`src/design/brs_pkg.sv`:
```
// Shared types, field widths, status codes and helpers for the block reception scoreboard.
// Used by brs_front, brs_back and block_reception_scoreboard; depends on nothing else.
package brs_pkg;

  localparam int IDX_W          = 10;
  localparam int TOT_W          = 11;
  localparam int VER_W          = 31;
  localparam int CRE_W          = 32;
  localparam int ST_W           = 2;
  localparam int WORD_W         = 32;
  localparam int BIT_W          = 5;
  localparam int MAP_CAP        = 1024;
  localparam int MAX_BLOCKS_DEF = 1024;

  localparam int QDEPTH = 2;
  localparam int QPW    = $clog2(QDEPTH);
  localparam int QCW    = $clog2(QDEPTH + 1);
  localparam logic [QPW-1:0] QLAST = QPW'(QDEPTH - 1);
  localparam logic [QCW-1:0] QFULL = QCW'(QDEPTH);

  localparam logic [ST_W-1:0] ST_ACCEPT = 2'd0;
  localparam logic [ST_W-1:0] ST_DUP    = 2'd1;
  localparam logic [ST_W-1:0] ST_OLD    = 2'd2;
  localparam logic [ST_W-1:0] ST_RANGE  = 2'd3;

  // One queued item with the checks that do not depend on tracking state.
  typedef struct packed {
    logic [IDX_W-1:0]        idx;
    logic [TOT_W-1:0]        total;
    logic [VER_W-1:0]        version;
    logic signed [CRE_W-1:0] creator;
    logic                    bad_restart;
    logic                    idx_ge_max;
  } brs_item_t;

  // Returns {found, position} of the lowest clear bit of a bitmap word.
  function automatic logic [BIT_W:0] lowest_zero(input logic [WORD_W-1:0] w);
    logic [BIT_W:0] r;
    r = '0;
    for (int i = WORD_W - 1; i >= 0; i--) begin
      if (!w[i]) begin
        r = {1'b1, BIT_W'(i)};
      end
    end
    return r;
  endfunction

endpackage

```
`src/design/block_reception_scoreboard.sv`:
```
// Top level of the block reception scoreboard: front queue plus back sequencer.
// Depends on brs_pkg, brs_front and brs_back.
//
// Usage: each input item is one received block (index, total count, version, creator).
// Both channels use valid/stall; an item moves on a rising edge with valid high and stall
// low. Every input item produces exactly one result item, in order: a status, a restart
// flag, the lowest missing block, the received count and a completion flag.
// The front queue holds two items, so in_stall rises only when both entries are taken.
// The back end handles one item at a time. Its first-missing scan reads the 32-bit bitmap
// words one per cycle through the single read port of the bitmap memory and stops at the
// first word with a gap; a rejection with no transfer tracked skips the scan.
// Reset (synchronous, active low) empties the queue, drops any tracked or committed
// version and clears the per-word valid flags, so the whole bitmap reads as empty at
// once; no clearing pass is needed and items are taken in the cycle after reset.
// When the receiver stalls, the result waits in the output register, the back end
// holds its finished result, and the queue keeps taking items until it is full.
module block_reception_scoreboard #(
  parameter int MAX_BLOCKS = brs_pkg::MAX_BLOCKS_DEF
) (
  input  logic                              clk,
  input  logic                              rst_n,
  input  logic                              in_valid,
  output logic                              in_stall,
  input  logic [brs_pkg::IDX_W-1:0]         in_block_index,
  input  logic [brs_pkg::TOT_W-1:0]         in_total_blocks,
  input  logic [brs_pkg::VER_W-1:0]         in_file_version,
  input  logic signed [brs_pkg::CRE_W-1:0]  in_creator_id,
  output logic                              out_valid,
  input  logic                              out_stall,
  output logic [brs_pkg::ST_W-1:0]          out_status,
  output logic                              out_restarted,
  output logic [brs_pkg::IDX_W-1:0]         out_next_missing,
  output logic [brs_pkg::TOT_W-1:0]         out_received_count,
  output logic                              out_complete
);

  // Queue handoff between the front and back halves.
  logic               q_valid;
  logic               q_pop;
  brs_pkg::brs_item_t q_item;

  // The front takes items and does the range checks that need no tracking state.
  brs_front #(
    .MAX_BLOCKS(MAX_BLOCKS)
  ) u_front (
    .clk            (clk),
    .rst_n          (rst_n),
    .in_valid       (in_valid),
    .in_stall       (in_stall),
    .in_block_index (in_block_index),
    .in_total_blocks(in_total_blocks),
    .in_file_version(in_file_version),
    .in_creator_id  (in_creator_id),
    .q_valid        (q_valid),
    .q_item         (q_item),
    .q_pop          (q_pop)
  );

  // The back compares versions, marks the bitmap, scans for the first gap and
  // holds the result until the receiver takes it.
  brs_back #(
    .MAX_BLOCKS(MAX_BLOCKS)
  ) u_back (
    .clk               (clk),
    .rst_n             (rst_n),
    .q_valid           (q_valid),
    .q_item            (q_item),
    .q_pop             (q_pop),
    .out_valid         (out_valid),
    .out_stall         (out_stall),
    .out_status        (out_status),
    .out_restarted     (out_restarted),
    .out_next_missing  (out_next_missing),
    .out_received_count(out_received_count),
    .out_complete      (out_complete)
  );

endmodule

```
`src/design/brs_front.sv`:
```
// Front end of the block reception scoreboard: accepts items, checks ranges, queues them.
// Depends on brs_pkg.
module brs_front #(
  parameter int MAX_BLOCKS = brs_pkg::MAX_BLOCKS_DEF
) (
  input  logic                              clk,
  input  logic                              rst_n,
  input  logic                              in_valid,
  output logic                              in_stall,
  input  logic [brs_pkg::IDX_W-1:0]         in_block_index,
  input  logic [brs_pkg::TOT_W-1:0]         in_total_blocks,
  input  logic [brs_pkg::VER_W-1:0]         in_file_version,
  input  logic signed [brs_pkg::CRE_W-1:0]  in_creator_id,
  output logic                              q_valid,
  output brs_pkg::brs_item_t                q_item,
  input  logic                              q_pop
);

  localparam logic [31:0] MAX_U = 32'(MAX_BLOCKS);

  brs_pkg::brs_item_t               q_mem_r [brs_pkg::QDEPTH];
  logic [brs_pkg::QPW-1:0]          wr_ptr_r, wr_ptr_nxt;
  logic [brs_pkg::QPW-1:0]          rd_ptr_r, rd_ptr_nxt;
  logic [brs_pkg::QCW-1:0]          cnt_r, cnt_nxt;
  brs_pkg::brs_item_t               new_item;
  logic                             push;
  logic                             pop;

  assign in_stall = (cnt_r == brs_pkg::QFULL);
  assign push     = in_valid && !in_stall;
  assign q_valid  = (cnt_r != '0);
  assign pop      = q_pop && q_valid;
  assign q_item   = q_mem_r[rd_ptr_r];

  always_comb begin
    new_item.idx         = in_block_index;
    new_item.total       = in_total_blocks;
    new_item.version     = in_file_version;
    new_item.creator     = in_creator_id;
    new_item.bad_restart = (in_total_blocks == '0) || (32'(in_total_blocks) > MAX_U) ||
                           ({1'b0, in_block_index} >= in_total_blocks);
    new_item.idx_ge_max  = 32'(in_block_index) >= MAX_U;
  end

  always_comb begin
    wr_ptr_nxt = wr_ptr_r;
    rd_ptr_nxt = rd_ptr_r;
    cnt_nxt    = cnt_r;
    if (push) begin
      wr_ptr_nxt = (wr_ptr_r == brs_pkg::QLAST) ? '0 : wr_ptr_r + 1'b1;
    end
    if (pop) begin
      rd_ptr_nxt = (rd_ptr_r == brs_pkg::QLAST) ? '0 : rd_ptr_r + 1'b1;
    end
    if (push && !pop) begin
      cnt_nxt = cnt_r + 1'b1;
    end else if (pop && !push) begin
      cnt_nxt = cnt_r - 1'b1;
    end
  end

  always_ff @(posedge clk) begin
    if (!rst_n) begin
      wr_ptr_r <= '0;
      rd_ptr_r <= '0;
      cnt_r    <= '0;
    end else begin
      wr_ptr_r <= wr_ptr_nxt;
      rd_ptr_r <= rd_ptr_nxt;
      cnt_r    <= cnt_nxt;
    end
  end

  always_ff @(posedge clk) begin
    if (push) begin
      q_mem_r[wr_ptr_r] <= new_item;
    end
  end

endmodule

```
`src/design/brs_back.sv`:
```
// Back end of the block reception scoreboard: version checks, bitmap memory, scan, result.
// Depends on brs_pkg; takes queued items from brs_front.
module brs_back #(
  parameter int MAX_BLOCKS = brs_pkg::MAX_BLOCKS_DEF
) (
  input  logic                        clk,
  input  logic                        rst_n,
  input  logic                        q_valid,
  input  brs_pkg::brs_item_t          q_item,
  output logic                        q_pop,
  output logic                        out_valid,
  input  logic                        out_stall,
  output logic [brs_pkg::ST_W-1:0]    out_status,
  output logic                        out_restarted,
  output logic [brs_pkg::IDX_W-1:0]   out_next_missing,
  output logic [brs_pkg::TOT_W-1:0]   out_received_count,
  output logic                        out_complete
);

  localparam int MAP_BITS = (MAX_BLOCKS < brs_pkg::MAP_CAP) ? MAX_BLOCKS : brs_pkg::MAP_CAP;
  localparam int WORDS    = (MAP_BITS + brs_pkg::WORD_W - 1) / brs_pkg::WORD_W;
  localparam int WA       = (WORDS > 1) ? $clog2(WORDS) : 1;
  localparam logic [brs_pkg::TOT_W-1:0] MAP_U  = brs_pkg::TOT_W'(MAP_BITS);
  localparam logic [15:0]               MAP_16 = 16'(MAP_BITS);

  typedef enum logic [5:0] {
    S_IDLE  = 6'b000001,
    S_CLASS = 6'b000010,
    S_READ  = 6'b000100,
    S_MARK  = 6'b001000,
    S_SCAN  = 6'b010000,
    S_EMIT  = 6'b100000
  } state_t;

  state_t                            state_r, state_nxt;
  brs_pkg::brs_item_t                it_r, it_nxt;
  logic                              active_r, active_nxt;
  logic [brs_pkg::VER_W-1:0]         tver_r, tver_nxt;
  logic signed [brs_pkg::CRE_W-1:0]  tcre_r, tcre_nxt;
  logic [brs_pkg::TOT_W-1:0]         ttot_r, ttot_nxt;
  logic [brs_pkg::TOT_W-1:0]         rcv_r, rcv_nxt;
  logic                              cval_r, cval_nxt;
  logic [brs_pkg::VER_W-1:0]         cver_r, cver_nxt;
  logic signed [brs_pkg::CRE_W-1:0]  ccre_r, ccre_nxt;
  logic [WA-1:0]                     iss_r, iss_nxt;
  logic [WA-1:0]                     chk_addr_r, chk_addr_nxt;
  logic                              chk_vld_r, chk_vld_nxt;
  logic                              mark_r, mark_nxt;
  logic [brs_pkg::ST_W-1:0]          res_status_r, res_status_nxt;
  logic                              res_restart_r, res_restart_nxt;
  logic [brs_pkg::IDX_W-1:0]         res_next_r, res_next_nxt;
  logic [brs_pkg::TOT_W-1:0]         res_count_r, res_count_nxt;
  logic                              res_complete_r, res_complete_nxt;
  logic                              out_valid_r, out_valid_nxt;
  logic [brs_pkg::ST_W-1:0]          out_status_r;
  logic                              out_restarted_r;
  logic [brs_pkg::IDX_W-1:0]         out_next_r;
  logic [brs_pkg::TOT_W-1:0]         out_count_r;
  logic                              out_complete_r;

  logic [brs_pkg::WORD_W-1:0]        mem [WORDS];
  logic [WORDS-1:0]                  wvalid_r;
  logic [brs_pkg::WORD_W-1:0]        rd_data_r;
  logic                              rd_wvld_r;
  logic [WA-1:0]                     rd_addr;
  logic                              mem_we;
  logic                              wclr;
  logic                              out_load;

  logic                              newer_c, newer_t, same_t, idx_ge_ttot;
  logic                              rej;
  logic [brs_pkg::ST_W-1:0]          rej_code;
  logic [15:0]                       idx16;
  logic [WA-1:0]                     word_idx;
  logic [brs_pkg::WORD_W-1:0]        cur_word;
  logic [brs_pkg::WORD_W-1:0]        marked_word;
  logic                              cur_bit;
  logic [brs_pkg::TOT_W-1:0]         lim_eff, lim_m1;
  logic                              over;
  logic [WA-1:0]                     last_word;
  logic [brs_pkg::BIT_W-1:0]         last_bit;
  logic [brs_pkg::WORD_W-1:0]        fill;
  logic [brs_pkg::WORD_W-1:0]        chk_word;
  logic [brs_pkg::BIT_W:0]           zres;
  logic [15:0]                       found16;
  logic                              missing;

  // Version ordering: higher version wins, equal versions fall back to the signed creator.
  assign newer_c = (it_r.version == cver_r) ? (it_r.creator > ccre_r) : (it_r.version > cver_r);
  assign newer_t = (it_r.version == tver_r) ? (it_r.creator > tcre_r) : (it_r.version > tver_r);
  assign same_t  = (it_r.version == tver_r) && (it_r.creator == tcre_r);
  assign idx_ge_ttot = ({1'b0, it_r.idx} >= ttot_r);

  assign idx16       = 16'(it_r.idx);
  assign word_idx    = idx16[WA+4:5];
  assign cur_word    = rd_wvld_r ? rd_data_r : '0;
  assign cur_bit     = cur_word[it_r.idx[brs_pkg::BIT_W-1:0]];
  assign marked_word = cur_word | (32'd1 << it_r.idx[brs_pkg::BIT_W-1:0]);

  // Scan bounds come from the tracked total, clipped to the stored bitmap.
  assign over      = (ttot_r > MAP_U);
  assign lim_eff   = over ? MAP_U : ttot_r;
  assign lim_m1    = lim_eff - 1'b1;
  assign last_word = WA'(lim_m1 >> brs_pkg::BIT_W);
  assign last_bit  = lim_m1[brs_pkg::BIT_W-1:0];
  assign fill      = ~(32'hFFFF_FFFF >> (5'd31 - last_bit));
  assign chk_word  = cur_word | ((chk_addr_r == last_word) ? fill : '0);
  assign zres      = brs_pkg::lowest_zero(chk_word);
  assign found16   = 16'({chk_addr_r, zres[brs_pkg::BIT_W-1:0]});
  assign missing   = zres[brs_pkg::BIT_W] || over;

  always_comb begin
    state_nxt        = state_r;
    it_nxt           = it_r;
    active_nxt       = active_r;
    tver_nxt         = tver_r;
    tcre_nxt         = tcre_r;
    ttot_nxt         = ttot_r;
    rcv_nxt          = rcv_r;
    cval_nxt         = cval_r;
    cver_nxt         = cver_r;
    ccre_nxt         = ccre_r;
    mark_nxt         = mark_r;
    res_status_nxt   = res_status_r;
    res_restart_nxt  = res_restart_r;
    res_next_nxt     = res_next_r;
    res_count_nxt    = res_count_r;
    res_complete_nxt = res_complete_r;
    iss_nxt          = '0;
    chk_vld_nxt      = 1'b0;
    chk_addr_nxt     = iss_r;
    q_pop            = 1'b0;
    mem_we           = 1'b0;
    wclr             = 1'b0;
    rd_addr          = iss_r;
    out_load         = 1'b0;
    rej              = 1'b0;
    rej_code         = brs_pkg::ST_OLD;
    case (state_r)
      S_IDLE: begin
        if (q_valid) begin
          q_pop     = 1'b1;
          it_nxt    = q_item;
          state_nxt = S_CLASS;
        end
      end
      S_CLASS: begin
        res_restart_nxt  = 1'b0;
        res_complete_nxt = 1'b0;
        mark_nxt         = 1'b0;
        if (cval_r && !newer_c) begin
          rej = 1'b1;
        end else if (!active_r || newer_t) begin
          if (it_r.bad_restart) begin
            rej      = 1'b1;
            rej_code = brs_pkg::ST_RANGE;
          end else begin
            wclr            = 1'b1;
            active_nxt      = 1'b1;
            tver_nxt        = it_r.version;
            tcre_nxt        = it_r.creator;
            ttot_nxt        = it_r.total;
            rcv_nxt         = '0;
            res_restart_nxt = 1'b1;
            state_nxt       = S_READ;
          end
        end else if (same_t) begin
          if (idx_ge_ttot || it_r.idx_ge_max) begin
            rej      = 1'b1;
            rej_code = brs_pkg::ST_RANGE;
          end else begin
            state_nxt = S_READ;
          end
        end else begin
          rej = 1'b1;
        end
        if (rej) begin
          res_status_nxt = rej_code;
          if (active_r) begin
            state_nxt = S_SCAN;
          end else begin
            res_next_nxt  = '0;
            res_count_nxt = '0;
            state_nxt     = S_EMIT;
          end
        end
      end
      S_READ: begin
        rd_addr   = word_idx;
        state_nxt = S_MARK;
      end
      S_MARK: begin
        state_nxt = S_SCAN;
        if (cur_bit) begin
          res_status_nxt = brs_pkg::ST_DUP;
        end else begin
          mem_we         = 1'b1;
          rcv_nxt        = rcv_r + 1'b1;
          mark_nxt       = 1'b1;
          res_status_nxt = brs_pkg::ST_ACCEPT;
        end
      end
      S_SCAN: begin
        rd_addr      = iss_r;
        chk_vld_nxt  = 1'b1;
        chk_addr_nxt = iss_r;
        iss_nxt      = (iss_r == last_word) ? iss_r : iss_r + 1'b1;
        if (chk_vld_r && (zres[brs_pkg::BIT_W] || (chk_addr_r == last_word))) begin
          res_count_nxt = rcv_r;
          state_nxt     = S_EMIT;
          if (mark_r && !missing) begin
            cval_nxt         = 1'b1;
            cver_nxt         = tver_r;
            ccre_nxt         = tcre_r;
            active_nxt       = 1'b0;
            res_complete_nxt = 1'b1;
            res_next_nxt     = '0;
          end else if (!missing) begin
            res_next_nxt = '0;
          end else if (zres[brs_pkg::BIT_W]) begin
            res_next_nxt = found16[brs_pkg::IDX_W-1:0];
          end else begin
            res_next_nxt = MAP_16[brs_pkg::IDX_W-1:0];
          end
        end
      end
      S_EMIT: begin
        if (!out_valid_r || !out_stall) begin
          out_load  = 1'b1;
          state_nxt = S_IDLE;
        end
      end
      default: begin
        state_nxt = S_IDLE;
      end
    endcase
  end

  assign out_valid_nxt = out_load || (out_valid_r && out_stall);

  always_ff @(posedge clk) begin
    if (!rst_n) begin
      state_r     <= S_IDLE;
      active_r    <= 1'b0;
      tver_r      <= '0;
      tcre_r      <= '0;
      ttot_r      <= '0;
      rcv_r       <= '0;
      cval_r      <= 1'b0;
      cver_r      <= '0;
      ccre_r      <= '0;
      chk_vld_r   <= 1'b0;
      out_valid_r <= 1'b0;
      wvalid_r    <= '0;
    end else begin
      state_r     <= state_nxt;
      active_r    <= active_nxt;
      tver_r      <= tver_nxt;
      tcre_r      <= tcre_nxt;
      ttot_r      <= ttot_nxt;
      rcv_r       <= rcv_nxt;
      cval_r      <= cval_nxt;
      cver_r      <= cver_nxt;
      ccre_r      <= ccre_nxt;
      chk_vld_r   <= chk_vld_nxt;
      out_valid_r <= out_valid_nxt;
      if (wclr) begin
        wvalid_r <= '0;
      end else if (mem_we) begin
        wvalid_r[word_idx] <= 1'b1;
      end
    end
  end

  always_ff @(posedge clk) begin
    it_r           <= it_nxt;
    iss_r          <= iss_nxt;
    chk_addr_r     <= chk_addr_nxt;
    mark_r         <= mark_nxt;
    res_status_r   <= res_status_nxt;
    res_restart_r  <= res_restart_nxt;
    res_next_r     <= res_next_nxt;
    res_count_r    <= res_count_nxt;
    res_complete_r <= res_complete_nxt;
    if (out_load) begin
      out_status_r    <= res_status_r;
      out_restarted_r <= res_restart_r;
      out_next_r      <= res_next_r;
      out_count_r     <= res_count_r;
      out_complete_r  <= res_complete_r;
    end
  end

  // Bitmap word memory: one write port, one registered read port.
  always_ff @(posedge clk) begin
    if (mem_we) begin
      mem[word_idx] <= marked_word;
    end
    rd_data_r <= mem[rd_addr];
    rd_wvld_r <= wvalid_r[rd_addr];
  end

  assign out_valid          = out_valid_r;
  assign out_status         = out_status_r;
  assign out_restarted      = out_restarted_r;
  assign out_next_missing   = out_next_r;
  assign out_received_count = out_count_r;
  assign out_complete       = out_complete_r;

`ifndef SYNTHESIS
  a_count_in_total: assert property (@(posedge clk) disable iff (!rst_n)
    active_r |-> (rcv_r <= ttot_r))
    else $error("received count exceeds tracked total");

  a_complete_commits: assert property (@(posedge clk) disable iff (!rst_n)
    (state_r == S_EMIT && res_complete_r) |-> (!active_r && cval_r))
    else $error("completion without commit");

  a_complete_is_accept: assert property (@(posedge clk) disable iff (!rst_n)
    (out_valid_r && out_complete_r) |-> (out_status_r == brs_pkg::ST_ACCEPT &&
                                         out_count_r != '0))
    else $error("completion reported on a rejected item");

  a_dup_no_restart: assert property (@(posedge clk) disable iff (!rst_n)
    (out_valid_r && out_status_r == brs_pkg::ST_DUP) |-> !out_restarted_r)
    else $error("duplicate reported on a restarted transfer");

  a_mark_one_step: assert property (@(posedge clk) disable iff (!rst_n)
    mem_we |=> (rcv_r == $past(rcv_r) + 1'b1))
    else $error("mark did not advance the received count");
`endif

endmodule

```
`config.mk`:
```
export PLATFORM = sky130hd
export DESIGN_NAME = block_reception_scoreboard
export DESIGN_NICKNAME = d
export VERILOG_FILES = /design/src/design/brs_pkg.sv /design/src/design/block_reception_scoreboard.sv /design/src/design/brs_front.sv /design/src/design/brs_back.sv
export SDC_FILE = /design/constraint.sdc
export NUM_CORES = 2
export LEC_CHECK = 0
export ABC_AREA = 0
export BUFFER_PORTS_ARGS = -buffer_cell sky130_fd_sc_hd__clkbuf_2
export CAP_MARGIN = 25
export CORE_AREA = 2 2 348 350
export CTS_BUF_LIST = sky130_fd_sc_hd__clkbuf_8
export CTS_CLUSTER_DIAMETER = 30
export DETAILED_ROUTE_END_ITERATION = 6
export DIE_AREA = 0 0 350 352
export PLACE_DENSITY = 0.71
export SETUP_SLACK_MARGIN = 0.3
export SYNTH_ARGS = -nofsm -noshare
export SYNTH_HDL_FRONTEND = slang
export SYNTH_SLANG_ARGS = --single-unit
```
`constraint.sdc`:
```
create_clock -name clk -period 16.3 [get_ports clk]
set_clock_uncertainty 0.15 [all_clocks]
set_input_delay 1.63 -clock clk [delete_from_list [all_inputs] [get_ports clk]]
set_output_delay 1.63 -clock clk [all_outputs]
set_load 0.05 [all_outputs]
```
# Word-level counts from Yosys, hierarchy flattened
# Memory sizes are Yosys's and may differ from the RTL's. A register that Yosys moved wholly into a read port is not among the register bits.
# Index checks and enable logic that the tools add are counted.
# word_totals
wordCells	244
ramBits	1194
in_bits	88
out_inout_bits	27
n_memories	2
regBits	257
# op_classes
n_bitwise	7
shifts	2
reduce_logical	42
n_addsub	8
n_eq_ne	26
n_mux	115
n_lt_le_gt_ge	12
# memory_table
memory	words	word_bits	rd	rd_clocked_by_memory_dff	write_ports	line	rtl
u_back.mem	32	32	1	1	1	brs_back.sv:61	logic [brs_pkg::WORD_W-1:0] mem [WORDS];
u_front.q_mem_r	2	85	1	1	1	brs_front.sv:21	brs_pkg::brs_item_t q_mem_r [brs_pkg::QDEPTH];
# op_table
cell	n
6-bit two-way mux	42
32-bit OR	3
11-bit two-way mux	7
10-bit two-way mux	7
32-bit > comparator	2
32-bit two-way mux	2
31-bit equality test	2
31-bit > comparator	2
11-bit one-hot mux with 2 select lines	2
1-bit two-way mux	39
6-bit one-hot mux with 6 select lines	1
32-bit equality test	1
32-bit NOT	1
1-bit by 5-bit << shifter with 32-bit output (first input constant)	1
32-bit by 5-bit >> shifter with 32-bit output (first input constant)	1
10-bit by 11-bit >= comparator with 1-bit output	2
11-bit > comparator (second input constant)	2
10-bit one-hot mux with 2 select lines	1
5-bit by 6-bit < comparator with 1-bit output (second input constant)	3
2-bit two-way mux	6
11-bit by 1-bit adder with 11-bit output (second input constant)	1
11-bit logical NOT	1
1-bit binary-select mux with 5-bit select	2
5-bit equality test	2
36 further kinds	79

# Longest topological paths before layout
# logic_depth
word_depth	46
ltp_mapped	19

# Cells and area by module
# Synthesis repeated with hierarchy kept, for this count alone.
# hier_totals
hier_cells	4999
hier_area_um2	65607.9
# modules_own_cells
module	area_each_um2	n_inst	seq_area_each_um2	cells_each
brs_back	58971.6	1	39527.9	4669
brs_front	6636.4	1	5205.0	330

# Worst setup path before layout
# OpenSTA, ideal clock, no wires.
# synth_timing
kind	input -> register
startpoint	in in_valid
endpoint	mem u_front.q_mem_r[0][0] in the netlist's numbering (enable)
t_arrival_ps	5260
n_path_buf	0
path_stages	2
slack_ps	10361
path_cell_list	nand2_1 > nor2_1
# synth_between
elab_chain_len	3
# synth_rtl
item	line	rtl
start: declaration	block_reception_scoreboard.sv:22	input logic in_valid,
1-bit logical AND	brs_front.sv:30	assign push = in_valid && !in_stall;
1-bit two-way mux	brs_front.sv:75	if (push) begin
1-bit two-way mux (implied by the code)	brs_front.sv:76	q_mem_r[wr_ptr_r] <= new_item;
end: declaration	brs_front.sv:21	
# Every way passes these cells.

# Worst setup path in the final report
# layout_timing
startpoint	reg u_back.ttot_r[10] in the netlist's numbering
endpoint	reg u_back.res_count_r[8] in the netlist's numbering (enable)
# layout_between
elab_chain_len	44
# layout_rtl
item	line	rtl
start: declaration	brs_back.sv:40	logic [brs_pkg::TOT_W-1:0] ttot_r, ttot_nxt;
start signal: assignment	brs_back.sv:260	ttot_r <= ttot_nxt;
11-bit > comparator	brs_back.sv:101	assign over = (ttot_r > MAP_U);
10-bit two-way mux	brs_back.sv:102	assign lim_eff = over ? MAP_U : ttot_r;
10-bit by 1-bit subtractor with 10-bit output	brs_back.sv:103	assign lim_m1 = lim_eff - 1'b1;
5-bit subtractor	brs_back.sv:106	assign fill = ~(32'hFFFF_FFFF >> (5'd31 - last_bit));
32-bit by 5-bit >> shifter with 32-bit output	brs_back.sv:106	
32-bit NOT	brs_back.sv:106	
32-bit two-way mux	brs_back.sv:107	assign chk_word = cur_word | ((chk_addr_r == last_word) ? fill : '0);
32-bit OR	brs_back.sv:107	
6-bit two-way mux (32 in series)	brs_pkg.sv:41	if (!w[i]) begin
1-bit logical OR	brs_back.sv:208	if (chk_vld_r && (zres[brs_pkg::BIT_W] || (chk_addr_r == last_word))) begin
1-bit logical AND	brs_back.sv:208	
2-bit by 1-bit != test with 1-bit output (no source line)	--	
4-bit AND reduction (no source line) (*)	--	
end signal: assignment	brs_back.sv:283	res_count_r <= res_count_nxt;
end: declaration	brs_back.sv:52	logic [brs_pkg::TOT_W-1:0] res_count_r, res_count_nxt;
# Mark *: on every way between the ends. The rest lies on a longest branch, timed or not. The select of a mux whose other input is x is not followed.
# A chain may end at the register's enable or synchronous reset.

==> results by stage <==
Outcome:
- The flow ran to the end, and the final reports show no timing, DRC or antenna violations.

Worst hold path:
- The terminating pin of the worst hold path is u_back.out_received_count[8].
- The worst hold path belongs to the class register to register.
- The startpoint of the tightest hold check path is u_back.res_count_r[8].
- The number of cells on the worst hold path is 0.

Timing:
- The achievable clock frequency is 145 MHz.
- The slew at the pin with the worst max-slew slack is between 1 and 1.5 ns.
- The number of max-slew violations in the final report is 0.
- Setup repair after global routing left no endpoint under its margin.
- The final count of negative-setup-slack endpoints is 0.
- The final critical-path setup slack is 9.39 ns.
- Measured against its own limit, the worst slew margin works out to 14.5%.
- The final number of hold-violating endpoints is 0.
- The worst path needs slightly below 7 ns of the cycle, external delays included.
- The aggregate negative setup slack is 0 ns.
- The final clock period utilization by the worst path is 42.4%.

Logic synthesis:
- After synthesis, flip-flops and latches occupy 68.3% of the total area.
- Counting distinct cell types in the post-synthesis netlist gives 75.
- The post-synthesis async set-or-reset flop share is 0%.
- Synthesis produced roughly 4.9k cells.
- The cell area after technology mapping is between 0.06 and 0.07 sq mm.
- The Yosys step of the flow raised 0 warnings.
- Of all cell types, the one taking the most synthesized area is edfxtp_1.
- The number of storage elements in the synthesis netlist is 1567.
- The post-synth net total is 5177.
- The number of flops mapped to enable cells by yosys is 1330.
- The mean area per synthesized cell is 13.2 sq um.
- The top flip-flop cell by instance count after synthesis is edfxtp_1.
- After synthesis, the cell types taking the most area are edfxtp_1, dfxtp_1, a211oi_1, nand2_1, ha_1.
- The top cell type by area accounts for 61.1% of the synthesized area.

Cells and area:
- The area used by multi-input combinational logic is 0.0193 sq mm.
- The net count of the finished layout is 5402.
- Relative to the synthesized area, the layout overhead comes to 14.4%.
- Measured on the finished design, the core utilization comes to between 60% and 70%.
- The library cell used most frequently in the layout, excluding fill and tap cells, is edfxtp_1.
- Of the cells placed in the final design, the portion with a size suffix greater than 1 is 15.6%.
- Leaving out filler cells and counting taps, the final layout contains 7014.
- In the layout the commonest cells are edfxtp_1, nand2_1, a211oi_1.
- The layout filler cell count is 8807.
- In the final layout, flip-flops and latches occupy between 0.04 and 0.05 sq mm.

CTS:
- The clock latency on the worst-skew pair is 1.01 ns.
- After clock tree synthesis, the flow added hold-fix buffers numbering 0.
- After clock tree synthesis, the clock-pin slew on the worst setup and hold paths is 0.06 ns.
- The TritonCTS clock tree is built.
- Once the clock tree was built, the setup fixing pass inserted 0 buffers.
- The number of H-tree branching levels is 5.
- The clock root buffer master is clkbuf_8.
- The number of cells upsized or downsized after cts is 0.
- The number of buffers between clock root and the deepest sink is 4.
- The number of sinks handled by clock tree synthesis is 1567.
- The number of buffers inserted during clock tree synthesis is 314.

Job:
- Across the run, the number of max-cap violations was 0.

Critical path:
- The largest stage delay on the critical path is 0.81 ns.
- The critical path launch point type is a register.
- The classification of the worst setup path is register to register.
- The critical path crosses 15 cells after its start point.
- The cell count of the worst reg-to-reg path is 15.
- The highest-delay cell along the critical path is dfxtp_1.
- Of all nets on the critical path, the largest fanout is 24.
- The reg2reg setup slack is 9.39 ns.
- Among cell families on the critical path, the largest total delay comes from simple AND/OR/NAND/NOR gates.
- The launch point of the worst reg-to-reg path is u_back.ttot_r[10].
- The critical path required time is 16.67 ns.
- The endpoint identified for the worst register-to-register timing path is u_back.res_count_r[8].
- The buffering stage count on the worst path with inverters included is 2.
- The arrival time of data at the critical path endpoint is 7.28 ns.
- Traced cell by cell, the critical path runs through inv_1 > nand2_1 > ha_1 > nor2b_1 > a2111oi_0 > nand3_1 > nor2_1 > buf_6 > a32oi_1 > nor4_2 > nand4_1 > nor4_1 > nand3_1 > o211ai_1 > nand2_1.
- The worst setup path is captured at a register.

Power:
- The leakage power is roughly 26 nW.
- The worst-case IR drop observed on VDD is 87.4 uV.
- Power spread over the standard cell area amounts to between 100 and 150 mW/mm^2.
- The completed layout was analyzed and its total power is 0.00987 W.

Placed design:
- The global placement routability congestion is 0.914.
- Once placement completed, the tool counted placed cells totaling approximately 6.5k.
- The post-DP HPWL is 87300 um.
- In this run the tool buffered the top-level ports with ~110 buffer cells.
- The worst slack at placement is 9.56 ns.

Route:
- The vias per cell is between 5 and 6.
- For this run, design rule violations remaining after detail routing come to 0.
- The total length of routed wires is 161000 um.
- Across all layers, the routed design uses 41.7k vias.
- The number of nets with antenna violations after detailed routing is 0.
- The met1 layer wirelength in the final routing is about 68000 um.
- The routed design uses ~80000 um of met2 wire.
- The routed design uses about 12000 um of met3 wire.
- The highest routed metal layer is met5.
- The average wire length per cell after detail routing is approximately 23 um.
- The first TritonRoute pass finished after 5 iterations.
- The number of design-rule violations left by the first detailed-router iteration is 4215.

Floorplanning:
- The initialized floorplan defines 127 standard-cell rows.
- In this run the count of I/O pins placed on the die edge is roughly 120.
- The floorplan die height is 352 um.
- The floorplan die width is 350 um.
- The core box area is 0.119 sq mm.
- The initial cell density of the core is 54.8%.
- The total die area is 0.123 sq mm.

Global routing:
- The largest net degree at the start of global routing is 220.
- Global routing used roughly a quarter of the available tracks across all layers.
- The initial antenna violation count is 4.
- The via count of the first global-routing pass is 40.4k.
- The total congestion overflow is 0.
- The wire length of the first global-routing pass is 243000 um.
report_power, final:
group | internal, W | switching [W] | leakage, nW
logic | 0.000345 | 0.000585 | 8.56
registers | 0.00463 | 0.000140 | 14.1
clock network | 0.00252 | 0.00165 | 3.63
registers in the layout, indices dropped and copies added, names as in the netlist, 5 cells and up:
signal                     flops
u_back.state_r                 6
u_back.res_count_r            11
u_back.ccre_r                 32
u_back.rcv_r                  11
u_back.idx16                  10
u_back.out_next_missing       10
u_back.chk_addr_nxt            5
u_back.out_received_count     11
u_back.rd_data_r              32
u_back.chk_addr_r              5
u_back.wvalid_r               32
u_back.ttot_r                 11
u_back.mem                  1024
u_back.it_r                   75
u_back.res_next_r             10
u_back.cver_r                 31
u_back.tver_r                 31
u_front.q_mem_r              170
u_back.tcre_r                 32
synthesized netlist by cell type (22+ instances only):
library cell and number:
a211oi_1 370, clkbuf_1 258, a21oi_1 184, mux2_2 89, dfxtp_1 237, edfxtp_1 1330
and3_1 22, buf_1 36, nor2_1 236, a311oi_1 135, inv_1 166, mux2i_1 141
o21a_1 44, a21o_1 64, ha_1 152, a31oi_1 150, nand3_1 31, and2_1 275
nand4_1 34, nor2b_1 24, o21ai_0 77, nand2_1 635
metrics by stage:
| stage | instance area, sq um | hold WS (ns) |
|---|---|---|
| after detailed placement | 68100 | 0.255 |
| final | 74800 | 0.259 |
| after global placement | 68000 | 0.252 |
| after global routing | 74800 | 0.275 |
| after floorplan | 65400 | 0.204 |
| after CTS | 74700 | 0.262 |
layer usage:
metal,track usage [%],vias up
met5,0,-
met4,8.02,2
met3,5.23,257
met1,36.0,20642
met2,41.7,1633
li1,-,19161
worst max path at each step:
stage,from,to,slack [ns]
floorplan,in_valid,u_front.q_mem_r[0][0],10.36
finish,u_back.ttot_r[10],u_back.res_count_r[8],9.39
global placement,u_back.ttot_r[10],u_back.res_count_r[0],9.24
global route,u_back.ttot_r[10],u_back.res_count_r[8],8.74
CTS,u_back.ttot_r[10],u_back.res_count_r[8],9.59
detailed placement,u_back.ttot_r[10],u_back.res_count_r[0],9.56
area by class of cell:
class,instances,area share [%]
flip-flops and latches,1567,59.7
multi-input cells,2896,25.8
clock buffers,344,6.33
well taps,1612,2.70
clock inverters,208,2.58
repair buffers,216,2.02
inverters,167,0.841
diodes,4,0.0134
cells by family after synthesis:
kind of cell	count (synthesis)	share of synthesized area, %
AOI/OAI and AO/OA	1116	11.9
adders and majority gates	152	2.91
DFF	1567	68.3
xor gates and xnor gates	13	0.174
buffers and inverters	474	2.80
muxes	239	4.00
and+or+nand+nor	1376	9.88
(Power assumes the default switching activity.)
